$ cat src/rtl/core/nlms_pkg.sv
// Shared types and constants for the natural merge sort byte unit.
// No dependencies; imported by nlms_ctrl and the top level.
package nlms_pkg;

    localparam int MAX_LEN = 64;
    localparam int IDX_W   = 6;     // index into the byte, link and run head stores
    localparam int CNT_W   = 7;     // holds 0..MAX_LEN
    localparam int LINK_W  = 7;     // link code: an index, or the end mark
    localparam int CHAR_W  = 8;

    // End of run mark; any link code with its top bit set is an end
    localparam logic [LINK_W-1:0] LINK_END = 7'd127;

    typedef struct packed {
        logic signed [CHAR_W-1:0] char_in;
        logic                     last_in;
    } nlms_in_t;

    typedef struct packed {
        logic signed [CHAR_W-1:0] char_out;
        logic                     last_out;
        logic                     overflow;
    } nlms_out_t;

    typedef enum logic [3:0] {
        ST_LOAD,
        ST_LINK_RD,
        ST_LINK_WR,
        ST_MRG_CHK,
        ST_MRG_PA,
        ST_MRG_PB,
        ST_MRG_RD,
        ST_MRG_CMP,
        ST_MRG_FIN,
        ST_OUT_HEAD,
        ST_OUT_RD,
        ST_OUT_EMIT
    } nlms_state_t;

endpackage

$ cat src/rtl/core/nlms_ram.sv
// Generic RAM: one write port, two read ports with registered read data.
// No dependencies.
module nlms_ram #(
    parameter int  Depth = 64,
    parameter int  Width = 8,
    localparam int AddrW = $clog2(Depth)
) (
    input  logic             aclk,
    input  logic             we,
    input  logic [AddrW-1:0] waddr,
    input  logic [Width-1:0] wdata,
    input  logic             re,
    input  logic [AddrW-1:0] raddr_a,
    input  logic [AddrW-1:0] raddr_b,
    output logic [Width-1:0] rdata_a,
    output logic [Width-1:0] rdata_b
);

    logic [Width-1:0] mem [Depth];

    // write port
    always_ff @(posedge aclk) begin
        if (we) begin
            mem[waddr] <= wdata;
        end
    end

    // read ports; data holds while re is low
    always_ff @(posedge aclk) begin
        if (re) begin
            rdata_a <= mem[raddr_a];
            rdata_b <= mem[raddr_b];
        end
    end

endmodule

$ cat src/rtl/core/nlms_ctrl.sv
// Sequencer of the sort unit: byte, link and run head stores plus one shared
// signed byte comparator. Depends on nlms_pkg and nlms_ram.
module nlms_ctrl (
    input  logic               aclk,
    input  logic               aresetn,
    input  logic               in_valid,
    input  nlms_pkg::nlms_in_t in_data,
    output logic               in_ready,
    input  logic               out_room,
    output logic               out_push,
    output nlms_pkg::nlms_out_t out_data
);
    import nlms_pkg::*;

    nlms_state_t state_reg, state_next;

    logic [CNT_W-1:0]  cnt_reg, cnt_next;
    logic              drop_reg, drop_next;
    logic [IDX_W-1:0]  i_reg, i_next;
    logic [IDX_W-1:0]  qhead_reg, qhead_next;
    logic [CNT_W-1:0]  qcnt_reg, qcnt_next;
    logic [LINK_W-1:0] a_reg, a_next;
    logic [LINK_W-1:0] b_reg, b_next;
    logic [IDX_W-1:0]  tail_reg, tail_next;
    logic [IDX_W-1:0]  head_reg, head_next;
    logic              first_reg, first_next;
    logic [IDX_W-1:0]  idx_reg, idx_next;

    // store ports
    logic              byte_we, byte_re;
    logic [IDX_W-1:0]  byte_waddr, byte_raddr_a, byte_raddr_b;
    logic [CHAR_W-1:0] byte_wdata, byte_rd_a, byte_rd_b;
    logic              link_we, link_re;
    logic [IDX_W-1:0]  link_waddr, link_raddr_a, link_raddr_b;
    logic [LINK_W-1:0] link_wdata, link_rd_a, link_rd_b;
    logic              q_we, q_re;
    logic [IDX_W-1:0]  q_waddr, q_raddr, q_wdata, q_rd;

    logic              accept;
    logic              lt;
    logic              i_is_last;
    logic [IDX_W-1:0]  i_inc;
    logic [IDX_W-1:0]  q_tail;
    logic [IDX_W-1:0]  take;
    logic [LINK_W-1:0] nxt, a_after, b_after;
    logic              merge_done;

    nlms_ram #(.Depth(MAX_LEN), .Width(CHAR_W)) u_byte_ram (
        .aclk    (aclk),
        .we      (byte_we),
        .waddr   (byte_waddr),
        .wdata   (byte_wdata),
        .re      (byte_re),
        .raddr_a (byte_raddr_a),
        .raddr_b (byte_raddr_b),
        .rdata_a (byte_rd_a),
        .rdata_b (byte_rd_b)
    );

    nlms_ram #(.Depth(MAX_LEN), .Width(LINK_W)) u_link_ram (
        .aclk    (aclk),
        .we      (link_we),
        .waddr   (link_waddr),
        .wdata   (link_wdata),
        .re      (link_re),
        .raddr_a (link_raddr_a),
        .raddr_b (link_raddr_b),
        .rdata_a (link_rd_a),
        .rdata_b (link_rd_b)
    );

    // run head queue, circular, read through port a only
    nlms_ram #(.Depth(MAX_LEN), .Width(IDX_W)) u_queue_ram (
        .aclk    (aclk),
        .we      (q_we),
        .waddr   (q_waddr),
        .wdata   (q_wdata),
        .re      (q_re),
        .raddr_a (q_raddr),
        .raddr_b ('0),
        .rdata_a (q_rd),
        .rdata_b ()
    );

    // shared comparator and merge step decode
    assign lt         = $signed(byte_rd_a) < $signed(byte_rd_b);
    assign i_inc      = i_reg + IDX_W'(1);
    assign i_is_last  = (CNT_W'(i_reg) + CNT_W'(1)) == cnt_reg;
    assign q_tail     = qhead_reg + qcnt_reg[IDX_W-1:0];
    assign take       = lt ? a_reg[IDX_W-1:0] : b_reg[IDX_W-1:0];
    assign nxt        = lt ? link_rd_a : link_rd_b;
    assign a_after    = lt ? nxt : a_reg;
    assign b_after    = lt ? b_reg : nxt;
    assign merge_done = a_after[LINK_W-1] | b_after[LINK_W-1];

    assign in_ready = (state_reg == ST_LOAD);
    assign accept   = in_valid & in_ready;

    // next state
    always_comb begin
        state_next = state_reg;
        case (state_reg)
            ST_LOAD: begin
                if (accept && in_data.last_in) begin
                    state_next = ST_LINK_RD;
                end
            end
            ST_LINK_RD:  state_next = i_is_last ? ST_MRG_CHK : ST_LINK_WR;
            ST_LINK_WR:  state_next = ST_LINK_RD;
            ST_MRG_CHK:  state_next = (qcnt_reg > CNT_W'(1)) ? ST_MRG_PA : ST_OUT_HEAD;
            ST_MRG_PA:   state_next = ST_MRG_PB;
            ST_MRG_PB:   state_next = ST_MRG_RD;
            ST_MRG_RD:   state_next = ST_MRG_CMP;
            ST_MRG_CMP:  state_next = merge_done ? ST_MRG_FIN : ST_MRG_RD;
            ST_MRG_FIN:  state_next = ST_MRG_CHK;
            ST_OUT_HEAD: state_next = ST_OUT_RD;
            ST_OUT_RD:   state_next = ST_OUT_EMIT;
            ST_OUT_EMIT: begin
                if (out_room) begin
                    state_next = i_is_last ? ST_LOAD : ST_OUT_RD;
                end
            end
            default:     state_next = ST_LOAD;
        endcase
    end

    // datapath, store ports and result request
    always_comb begin
        cnt_next   = cnt_reg;
        drop_next  = drop_reg;
        i_next     = i_reg;
        qhead_next = qhead_reg;
        qcnt_next  = qcnt_reg;
        a_next     = a_reg;
        b_next     = b_reg;
        tail_next  = tail_reg;
        head_next  = head_reg;
        first_next = first_reg;
        idx_next   = idx_reg;

        byte_we      = 1'b0;
        byte_waddr   = cnt_reg[IDX_W-1:0];
        byte_wdata   = in_data.char_in;
        byte_re      = 1'b0;
        byte_raddr_a = i_reg;
        byte_raddr_b = i_inc;
        link_we      = 1'b0;
        link_waddr   = i_reg;
        link_wdata   = LINK_END;
        link_re      = 1'b0;
        link_raddr_a = a_reg[IDX_W-1:0];
        link_raddr_b = b_reg[IDX_W-1:0];
        q_we         = 1'b0;
        q_waddr      = q_tail;
        q_wdata      = i_inc;
        q_re         = 1'b0;
        q_raddr      = qhead_reg;

        out_push          = 1'b0;
        out_data.char_out = byte_rd_a;
        out_data.last_out = i_is_last;
        out_data.overflow = drop_reg;

        case (state_reg)
            ST_LOAD: begin
                if (accept) begin
                    if (cnt_reg < CNT_W'(MAX_LEN)) begin
                        byte_we  = 1'b1;
                        cnt_next = cnt_reg + CNT_W'(1);
                    end else begin
                        drop_next = 1'b1;
                    end
                    // first run always starts at index zero
                    if (in_data.last_in) begin
                        qhead_next = '0;
                        qcnt_next  = CNT_W'(1);
                        q_we       = 1'b1;
                        q_waddr    = '0;
                        q_wdata    = '0;
                        i_next     = '0;
                    end
                end
            end
            ST_LINK_RD: begin
                if (i_is_last) begin
                    link_we = 1'b1;
                end else begin
                    byte_re = 1'b1;
                end
            end
            ST_LINK_WR: begin
                link_we    = 1'b1;
                link_wdata = lt ? LINK_W'(i_inc) : LINK_END;
                if (!lt) begin
                    q_we      = 1'b1;
                    qcnt_next = qcnt_reg + CNT_W'(1);
                end
                i_next = i_inc;
            end
            ST_MRG_CHK: begin
                q_re = 1'b1;
            end
            ST_MRG_PA: begin
                a_next  = LINK_W'(q_rd);
                q_re    = 1'b1;
                q_raddr = qhead_reg + IDX_W'(1);
            end
            ST_MRG_PB: begin
                b_next     = LINK_W'(q_rd);
                qhead_next = qhead_reg + IDX_W'(2);
                qcnt_next  = qcnt_reg - CNT_W'(2);
                first_next = 1'b1;
            end
            ST_MRG_RD: begin
                byte_re      = 1'b1;
                byte_raddr_a = a_reg[IDX_W-1:0];
                byte_raddr_b = b_reg[IDX_W-1:0];
                link_re      = 1'b1;
            end
            ST_MRG_CMP: begin
                // ties go to the second run
                if (first_reg) begin
                    head_next = take;
                end else begin
                    link_we    = 1'b1;
                    link_waddr = tail_reg;
                    link_wdata = LINK_W'(take);
                end
                tail_next  = take;
                a_next     = a_after;
                b_next     = b_after;
                first_next = 1'b0;
            end
            ST_MRG_FIN: begin
                // hang the rest of the other run on the tail, queue the result
                link_we    = 1'b1;
                link_waddr = tail_reg;
                link_wdata = a_reg[LINK_W-1] ? b_reg : a_reg;
                q_we       = 1'b1;
                q_wdata    = head_reg;
                qcnt_next  = qcnt_reg + CNT_W'(1);
            end
            ST_OUT_HEAD: begin
                idx_next = q_rd;
                i_next   = '0;
            end
            ST_OUT_RD: begin
                byte_re      = 1'b1;
                byte_raddr_a = idx_reg;
                link_re      = 1'b1;
                link_raddr_a = idx_reg;
            end
            ST_OUT_EMIT: begin
                if (out_room) begin
                    out_push = 1'b1;
                    idx_next = link_rd_a[IDX_W-1:0];
                    i_next   = i_inc;
                    if (i_is_last) begin
                        cnt_next   = '0;
                        drop_next  = 1'b0;
                        qhead_next = '0;
                        qcnt_next  = '0;
                    end
                end
            end
            default: begin
            end
        endcase
    end

    // control state
    always_ff @(posedge aclk) begin
        if (!aresetn) begin
            state_reg <= ST_LOAD;
            cnt_reg   <= '0;
            drop_reg  <= 1'b0;
            qhead_reg <= '0;
            qcnt_reg  <= '0;
            first_reg <= 1'b0;
        end else begin
            state_reg <= state_next;
            cnt_reg   <= cnt_next;
            drop_reg  <= drop_next;
            qhead_reg <= qhead_next;
            qcnt_reg  <= qcnt_next;
            first_reg <= first_next;
        end
    end

    // working indexes
    always_ff @(posedge aclk) begin
        i_reg    <= i_next;
        a_reg    <= a_next;
        b_reg    <= b_next;
        tail_reg <= tail_next;
        head_reg <= head_next;
        idx_reg  <= idx_next;
    end

endmodule

$ cat src/rtl/core/natural_list_merge_sort_bytes_unit.sv
// Top level of the natural merge sort byte unit: input handshake, sequencer
// and result output register. Depends on nlms_pkg and nlms_ctrl.
//
// Usage: bytes of a string arrive on s_data, one request each; last_in marks
// the final byte. Up to 64 bytes are kept; later ones are dropped and every
// result of that string carries overflow. After the final byte s_ready goes
// low while the block links ascending runs, merges run pairs from the run
// head queue, then walks the sorted list. Each result is read from the byte
// and link stores, in ascending signed order, last_out on the final one.
// Loading runs at one byte per cycle. A stalled receiver holds the result in
// the output register and the walk waits on it; s_ready returns the cycle
// after the final result is loaded, so the next string can start while that
// result is still waiting.
// Reset (synchronous, active low) empties the block; stores need no clearing.
module natural_list_merge_sort_bytes_unit (
    input  logic                aclk,
    input  logic                aresetn,
    input  logic                s_valid,
    output logic                s_ready,
    input  nlms_pkg::nlms_in_t  s_data,
    output logic                m_valid,
    input  logic                m_ready,
    output nlms_pkg::nlms_out_t m_data
);
    import nlms_pkg::*;

    logic      out_room;
    logic      out_push;
    nlms_out_t out_data;
    logic      m_valid_reg;
    nlms_out_t m_data_reg;

    nlms_ctrl u_ctrl (
        .aclk     (aclk),
        .aresetn  (aresetn),
        .in_valid (s_valid),
        .in_data  (s_data),
        .in_ready (s_ready),
        .out_room (out_room),
        .out_push (out_push),
        .out_data (out_data)
    );

    // result output register
    assign out_room = !m_valid_reg || m_ready;

    always_ff @(posedge aclk) begin
        if (!aresetn) begin
            m_valid_reg <= 1'b0;
        end else if (out_push) begin
            m_valid_reg <= 1'b1;
        end else if (m_ready) begin
            m_valid_reg <= 1'b0;
        end
    end

    always_ff @(posedge aclk) begin
        if (out_push) begin
            m_data_reg <= out_data;
        end
    end

    assign m_valid = m_valid_reg;
    assign m_data  = m_data_reg;

`ifndef SYNTHESIS
    // the final byte starts the sort, so no request is taken right after it
    a_busy_after_last: assert property (@(posedge aclk) disable iff (!aresetn)
        (s_valid && s_ready && s_data.last_in) |=> !s_ready)
        else $error("input taken right after final byte");

    // loading and emitting never overlap
    a_no_result_while_loading: assert property (@(posedge aclk) disable iff (!aresetn)
        s_ready |-> !out_push)
        else $error("result produced while loading");

    // after the final result the block is open for the next string
    a_ready_after_final: assert property (@(posedge aclk) disable iff (!aresetn)
        (out_push && out_data.last_out) |=> (s_ready && m_valid))
        else $error("not ready after final result");
`endif

endmodule
$ cat config.mk
export PLATFORM = sky130hd
export DESIGN_NAME = natural_list_merge_sort_bytes_unit
export DESIGN_NICKNAME = d
export VERILOG_FILES = /design/src/rtl/core/nlms_pkg.sv /design/src/rtl/core/nlms_ram.sv /design/src/rtl/core/nlms_ctrl.sv /design/src/rtl/core/natural_list_merge_sort_bytes_unit.sv
export SDC_FILE = /design/constraint.sdc
export NUM_CORES = 2
export LEC_CHECK = 0
export BUFFER_PORTS_ARGS = -buffer_cell sky130_fd_sc_hd__buf_2
export CELL_PAD_IN_SITES_DETAIL_PLACEMENT = 1
export CELL_PAD_IN_SITES_GLOBAL_PLACEMENT = 2
export CORE_MARGIN = 2
export CORE_UTILIZATION = 42
export DETAILED_ROUTE_END_ITERATION = 16
export GPL_TIMING_DRIVEN = 0
export PLACE_DENSITY_LB_ADDON = 0.1
export SLEW_MARGIN = 20
export SYNTH_ARGS = -nofsm -noshare
export SYNTH_HDL_FRONTEND = slang
export SYNTH_SLANG_ARGS = --single-unit
$ cat constraint.sdc
create_clock -name aclk -period 4.2 [get_ports aclk]
set_input_delay 0.84 -clock aclk [delete_from_list [all_inputs] [get_ports aclk]]
set_output_delay 0.84 -clock aclk [all_outputs]
set_load 0.01 [all_outputs]
### After elaboration in Yosys (flattened, before gate mapping)

Memories as Yosys holds them, arrays and structs flattened. A register that Yosys moved wholly into a read port is not among the register bits.
Cells that the tools add are included.

| word-level totals | value |
|---|---|
| register bits | 75 |
| RAM bits | 1344 |
| input bits | 13 |
| memories kept | 3 |

Memory list:

| memory | words | width | read ports | clocked after memory_dff | wr ports | line | source |
|---|---|---|---|---|---|---|---|
| u_ctrl.u_byte_ram.mem | 64 | 8 | 2 | 2 | 1 | nlms_ram.sv:19 | `logic [Width-1:0] mem [Depth];` |
| u_ctrl.u_link_ram.mem | 64 | 7 | 2 | 2 | 1 | nlms_ram.sv:19 |  |
| u_ctrl.u_queue_ram.mem | 64 | 6 | 1 | 1 | 1 | nlms_ram.sv:19 |  |

| cells by class | value |
|---|---|
| add/sub/neg operators | 8 |
| magnitude comparators | 3 |
| equality and inequality tests | 22 |
| muxes and demuxes | 77 |
| bitwise gates (word level) | 2 |
| reductions and logical operators | 25 |

Operators by type and width:

| kind | count |
|---|---|
| $mux 6 | 16 |
| $mux 7 | 13 |
| $pmux 4 s12 | 1 |
| $pmux 6 s2 | 4 |
| $pmux 7 s2 | 3 |
| $pmux 7 s5 | 1 |
| $mux 1 | 26 |
| $pmux 6 s4 | 1 |
| $pmux 7 s3 | 1 |
| $mux 4 | 5 |
| $pmux 6 s3 | 1 |
| $eq 4x3->1 const B | 4 |
| $eq 4x4->1 const B | 4 |
| $ne 2x2->1 const B | 8 |
| $reduce_and 5->1 | 3 |
| $add 7x1->7 const B | 2 |
| $add 6x1->6 const B | 2 |
| $reduce_and 2->1 | 5 |
| $reduce_bool 2->1 | 5 |
| $eq 4x2->1 const B | 2 |
| $lt 8x8->1 | 1 |
| $add 6x1->7 const B | 1 |
| $eq 7x7->1 | 1 |
| $gt 7x1->1 const B | 1 |
| other kinds (20) | 26 |

### Depth between registers and ports, before layout

| logic depth | value |
|---|---|
| word-level depth | 6 |
| mapped depth | 14 |

### Hierarchy

From an unflattened synthesis, not the netlist that was laid out.

| second synthesis, totals | value |
|---|---|
| cell total of the unflattened synthesis | 3806 |
| area total of the unflattened synthesis | 69289.0 µm² |

By module, submodules not included:

| module | times used | cells each | area each (µm²) | sequential area each (µm²) |
|---|---|---|---|---|
| nlms_ram (u_ctrl.u_byte_ram) | 1 | 1211 | 24429.7 | 15855.2 |
| nlms_ram (u_ctrl.u_link_ram) | 1 | 1105 | 21588.2 | 13873.3 |
| nlms_ram (u_ctrl.u_queue_ram) | 1 | 968 | 18510.3 | 11891.4 |
| nlms_ctrl | 1 | 508 | 4411.7 | 1641.6 |
| natural_list_merge_sort_bytes_unit | 1 | 14 | 349.1 | 320.3 |

### Worst setup path after synthesis

Ideal clock, no wire load.

| timing path | value |
|---|---|
| path kind | flip-flop to flip-flop |
| start | reg u_ctrl.i_reg[1] |
| end | mem u_ctrl.u_queue_ram.mem[0][4] in the netlist's numbering (data pin) |
| setup time | 0.702 ns |
| data arrival time | 3.624 ns |
| data required time | 3.498 ns |
| setup slack | -0.125 ns |
| stages on the path, launching flop included | 5 |
| buffers on the path | 0 |
| period minus slack after synthesis | 4.325 ns |
| cells stage by stage | edfxtp_1 -> ha_1 -> nand3_1 -> xor2_1 -> o21ai_0 |

| on the way | value |
|---|---|
| longest elaborated chain between the ends | 4 |

Ends and longest elaborated chain:

| item | line | source |
|---|---|---|
| from (decl) | nlms_ctrl.sv:19 | `logic [IDX_W-1:0] i_reg, i_next;` |
| from (signal assigned) | nlms_ctrl.sv:292 | `i_reg <= i_next;` |
| $add 6x1->6 (*) | nlms_ctrl.sv:87 | `assign i_inc = i_reg + IDX_W'(1);` |
| $mux 6 | nlms_ctrl.sv:174 | `if (in_data.last_in) begin` |
| $mux 6 | nlms_ctrl.sv:166 | `if (accept) begin` |
| $pmux 6 s2 (*) | nlms_ctrl.sv:164 | `case (state_reg)` |
| net u_ctrl.q_wdata[4] | nlms_ctrl.sv:37 | `logic [IDX_W-1:0] q_waddr, q_raddr, q_wdata, q_rd;` |
| to (decl) | nlms_ram.sv:19 |  |

The timed path passes the listed nets; every way through them passes the cells marked *.

### Worst setup path after layout

| timing path | value |
|---|---|
| start | reg u_ctrl.state_reg[0] |
| end | reg u_ctrl.u_byte_ram.rdata_b[3], read port of u_ctrl.u_byte_ram.mem (data pin) |

| on the way | value |
|---|---|
| longest elaborated chain between the ends | 3 |
| elaborated cells on any way between the ends | 6 |
| those cells by class | 3 x eq/ne; 2 x mux; 1 x reduce/logical |

Ends and longest elaborated chain:

| item | line | source |
|---|---|---|
| from (decl) | nlms_ctrl.sv:15 | `nlms_state_t state_reg, state_next;` |
| from (signal assigned) | nlms_ctrl.sv:281 | `state_reg <= state_next;` |
| $eq 4x3->1 or $eq 4x4->1 (tied branches) | nlms_ctrl.sv:164 |  |
| $reduce_or 2->1 (no source line) | n/a |  |
| $pmux 1 s2 | nlms_ctrl.sv:164 |  |
| to (decl) | nlms_ram.sv:16 | `output logic [Width-1:0] rdata_b` |

Several ways; a longest one is shown, not always the timed one.
A chain may end at the register's enable or synchronous reset.

==> metrics.md <==
| Metric | Value |
|---|---|
| Final HPWL DP | `180 mm` |
| Worst path bufs/invs | `4` |
| Synth-to-Final Area Change | `15.3%` |
| Placed cell areas | `70,400 um2` |
| Peak VDD IR | `0.000506 V` |
| Die W | `403 um` |
| Sink Count | `1,454` |
| Share of post-route cells with drive strength above 1 | `0.198` |
| Top FF cell, synth | `edfxtp_1` |
| Largest reg by FF count | `u_ctrl.u_byte_ram.mem` |
| Crit path kind | `reg2reg` |
| RSZ-0062 raised after global routing | `false` |
| Total wire length | `253 mm` |
| Biggest regs | `u_ctrl.u_byte_ram.mem x512, u_ctrl.u_link_ram.mem x448, u_ctrl.u_queue_ram.mem x384` |
| Crit end category | `flop` |
| Root buf cell | `clkbuf_16` |
| Max-Cap Viols | `0` |
| Hold WS | `356 ps` |
| I/O pin cnt | `25` |
| Largest net degree at the start of global routing | `65` |
| Critical path required time | `4720 ps` |
| CORE AREA | `158,000 um2` |
| Async set-reset flop share out of synthesis | `0` |
| WP data arrival | `4750 ps` |
| Worst clock skew | `47.8 ps` |
| Failing checks | `setup timing` |
| Clock Latency Late Sink | `830 ps` |
| Number of enable flip-flop cells after synthesis | `1,428` |
| Syn Std Cell Area | `66,900 um2` |
| Nets | `5,261` |
| Hold depth | `1` |
| Critical Path Start | `u_ctrl.state_reg[0]$_SDFFE_PN0P_` |
| FF-to-FF path depth | `11` |
| Reg2reg start | `u_ctrl.state_reg[0]$_SDFFE_PN0P_` |
| Synth Instances | `5,002` |
| Final Hold Violating Endpoints | `0` |
| Worst-Margin Slew | `1160 ps` |
| H-tree depth | `4` |
| Status | `complete, but fails checks` |
| Initial antenna violation count | `9` |
| Syn nets | `5,035` |
| Final Setup Violations | `3` |
| Vias in the first global route | `47,600` |
| Vias | `46,300` |
| CP max stage cell | `a221oi_1` |
| Synthesized flop and latch total | `1,454` |
| 1st-pass router iterations | `13` |
| Slew HR | `0.223` |
| TritonCTS clock tree | `done` |
| DP Cell Count | `7,124` |
| First-pass GRT wire length | `358 mm` |
| Max reg flops | `512` |
| Slew Limit Fails | `0` |
| Initial core utilization | `0.423` |
| Static Leak | `25.5 nW` |
| Gr ovfl total | `0` |
| Yosys Warn Count | `0` |
| Final Cycle Share | `1.01` |
| Reg area | `43,400 um2` |
| Total GRT Usage | `0.311` |
| Port bufs | `24` |
| Critical Path Stages | `11` |
| Die Y | `403 um` |
| Fin cells | `7,438` |
| DRT iter0 DRCs | `5,071` |
| Setup WS post-layout | `-32.4 ps` |
| Avg Cell Area, Syn | `13.4 um2` |
| CP dominant cell by count | `buf_2` |
| Tmin final | `4230 ps` |
| CTS buffer count | `164` |
| Area of the multi-input gates | `23,100 um2` |
| Critical-path maximum fanout | `10` |
| Die footprint | `163,000 um2` |
| Crit-path cells | `buf_2, nand4bb_1, buf_2, buf_4, mux2_2, nor2_4, buf_2, a31oi_1, and3_1, a221oi_1, o221ai_1` |
| Fill cell count | `15,700` |
| # DRC | `0` |
| Global placement routability congestion | `0.997` |
| Startpoint Class | `flop` |
| Pwr dens | `477 nW/um2` |
| Min-delay src | `s_data[4]` |
| Rows | `146` |
| DR WL/cell | `34.0 um` |
| Post-synthesis sequential area ratio | `0.648` |
| Worst hold-check path type | `in2reg` |
| ANT nets after route | `0` |
| Vias per cell | `6.23` |
| Final Cell Area | `77,200 um2` |
| Delay-heaviest family, CP | `buffers and inverters` |
| Fmax | `236 MHz` |
| Clock edge transition at the registers on the reported setup and hold paths | `60 ps` |
| Library cells used by synthesis | `89` |
| Clk buf depth | `3` |
| CP max stage delay | `570 ps` |
==> stage by stage <==
stage	worst slack [ps]	setup TNS (ps)	utilization	total power, W
floorplan	-121	-38730	-	0.0193
global placement	-4310	-2108890	0.440	0.0216
detailed placement	-917	-361010	0.445	0.0218
CTS	-245	-44290	0.485	0.0368
global route	3.22	0	0.487	0.0377
finish	-32.4	-62.2	0.487	0.0368
==> final timing paths <==
| path | end | slack [ps] |
|---|---|---|
| hold / removal | u_ctrl.u_byte_ram.mem[22][3]$_DFFE_PP_ | 360 |
| hold reg to reg | m_data[0]$_DFFE_PP_ | 430 |
| setup / recovery | u_ctrl.u_byte_ram.rdata_b[3]$_DFFE_PP_ | -30 |
| setup reg to reg | u_ctrl.u_byte_ram.rdata_b[3]$_DFFE_PP_ | -30 |
==> timing repair <==
item / 4_1_cts / 5_1_grt
setup buffers: 7 / 5
endpoints found under the hold margin: 0 / 0
gates resized for setup: 200 / 119
pin swaps: 2 / 6
endpoints found under the setup margin: 854 / 829
hold buffers: 0 / 0
==> worst reg2reg max path: stages (launching register included) <==
cell and delay (ps):
dfxtp_1 380, buf_2 240, nand4bb_1 200, buf_2 280, buf_4 230, mux2_2 510, nor2_4 460, buf_2 480
a31oi_1 140, and3_1 230, a221oi_1 570, o221ai_1 250
==> report_power, final <==
part | switching [W] | internal [W] | total, W | leakage (nW)
registers | 0.0000498 | 0.0163 | 0.0164 | 13.1
clock network | 0.00629 | 0.00865 | 0.0149 | 2.72
logic | 0.00405 | 0.00145 | 0.00550 | 9.64
total | 0.0104 | 0.0264 | 0.0368 | 25.5
==> cell usage in the layout, fill, tap and decap left out, drive strengths merged, types with 9 or more instances in the layout <==
master	netlist	layout
mux2	15	15
a22o	12	12
o21ai	41	41
o211ai	10	10
nor4	15	15
a221oi	14	14
o221ai	9	9
nor3	40	40
dfxtp	26	26
nand2	1214	1214
mux2i	110	110
mux4	326	326
clkinv	2	83
nand4	14	14
a21oi	155	155
a311oi	10	10
bufinv	0	22
nor2	284	284
xor2	10	10
o21a	10	10
or2	13	13
and3	12	12
a211o	9	9
edfxtp	1428	1428
buf	168	220
ha	19	19
nand3b	13	13
xnor2	14	14
nand3	567	567
inv	20	25
a32o	14	14
nor2b	15	15
o22ai	18	18
clkbuf	154	350
a2111oi	14	14
a32oi	45	45
nand2b	16	16
a31oi	47	47
==> cells in the mapped netlist, drive strengths merged, types with 26 or more instances <==
cell type,instances,area share
clkbuf,154,0.0087
a32oi,45,0.0059
mux2i,110,0.017
buf,168,0.013
mux4,326,0.11
dfxtp,26,0.0078
o21ai,41,0.0032
nor3,40,0.0032
a31oi,47,0.0044
a21oi,155,0.012
nor2,284,0.016
nand3,567,0.042
edfxtp,1428,0.64
nand2,1214,0.068
==> cells by family after synthesis <==
logic type / after synthesis / share of synthesized area
compound gates: 467 / 0.0476
xor+xnor: 25 / 0.00348
fa+ha+maj: 20 / 0.00385
buf+inv: 344 / 0.0231
flops: 1454 / 0.648
mux: 451 / 0.129
other cells: 1 / 0.0000560
simple gates: 2240 / 0.144
==> area by class of cell <==
| type | instances | area share |
|---|---|---|
| antenna | 2 | 0.0000648 |
| buffer | 320 | 0.0199 |
| clock buffer | 190 | 0.0548 |
| clock inverter | 112 | 0.0173 |
| inverter | 22 | 0.00112 |
| multi-input combinational | 3204 | 0.300 |
| sequential | 1454 | 0.562 |
| tap | 2072 | 0.0336 |
| timing repair buffer | 62 | 0.0113 |
==> per-layer routing <==
| layer | track usage | part of all wire |
|---|---|---|
| met1 | 0.417 | 0.41 |
| met3 | 0.0443 | 0.066 |
| met4 | 0.141 | 0.051 |
| met5 | 0 | 0 |
| met2 | 0.503 | 0.48 |
No activity file was read; power rests on OpenSTA's default activity.
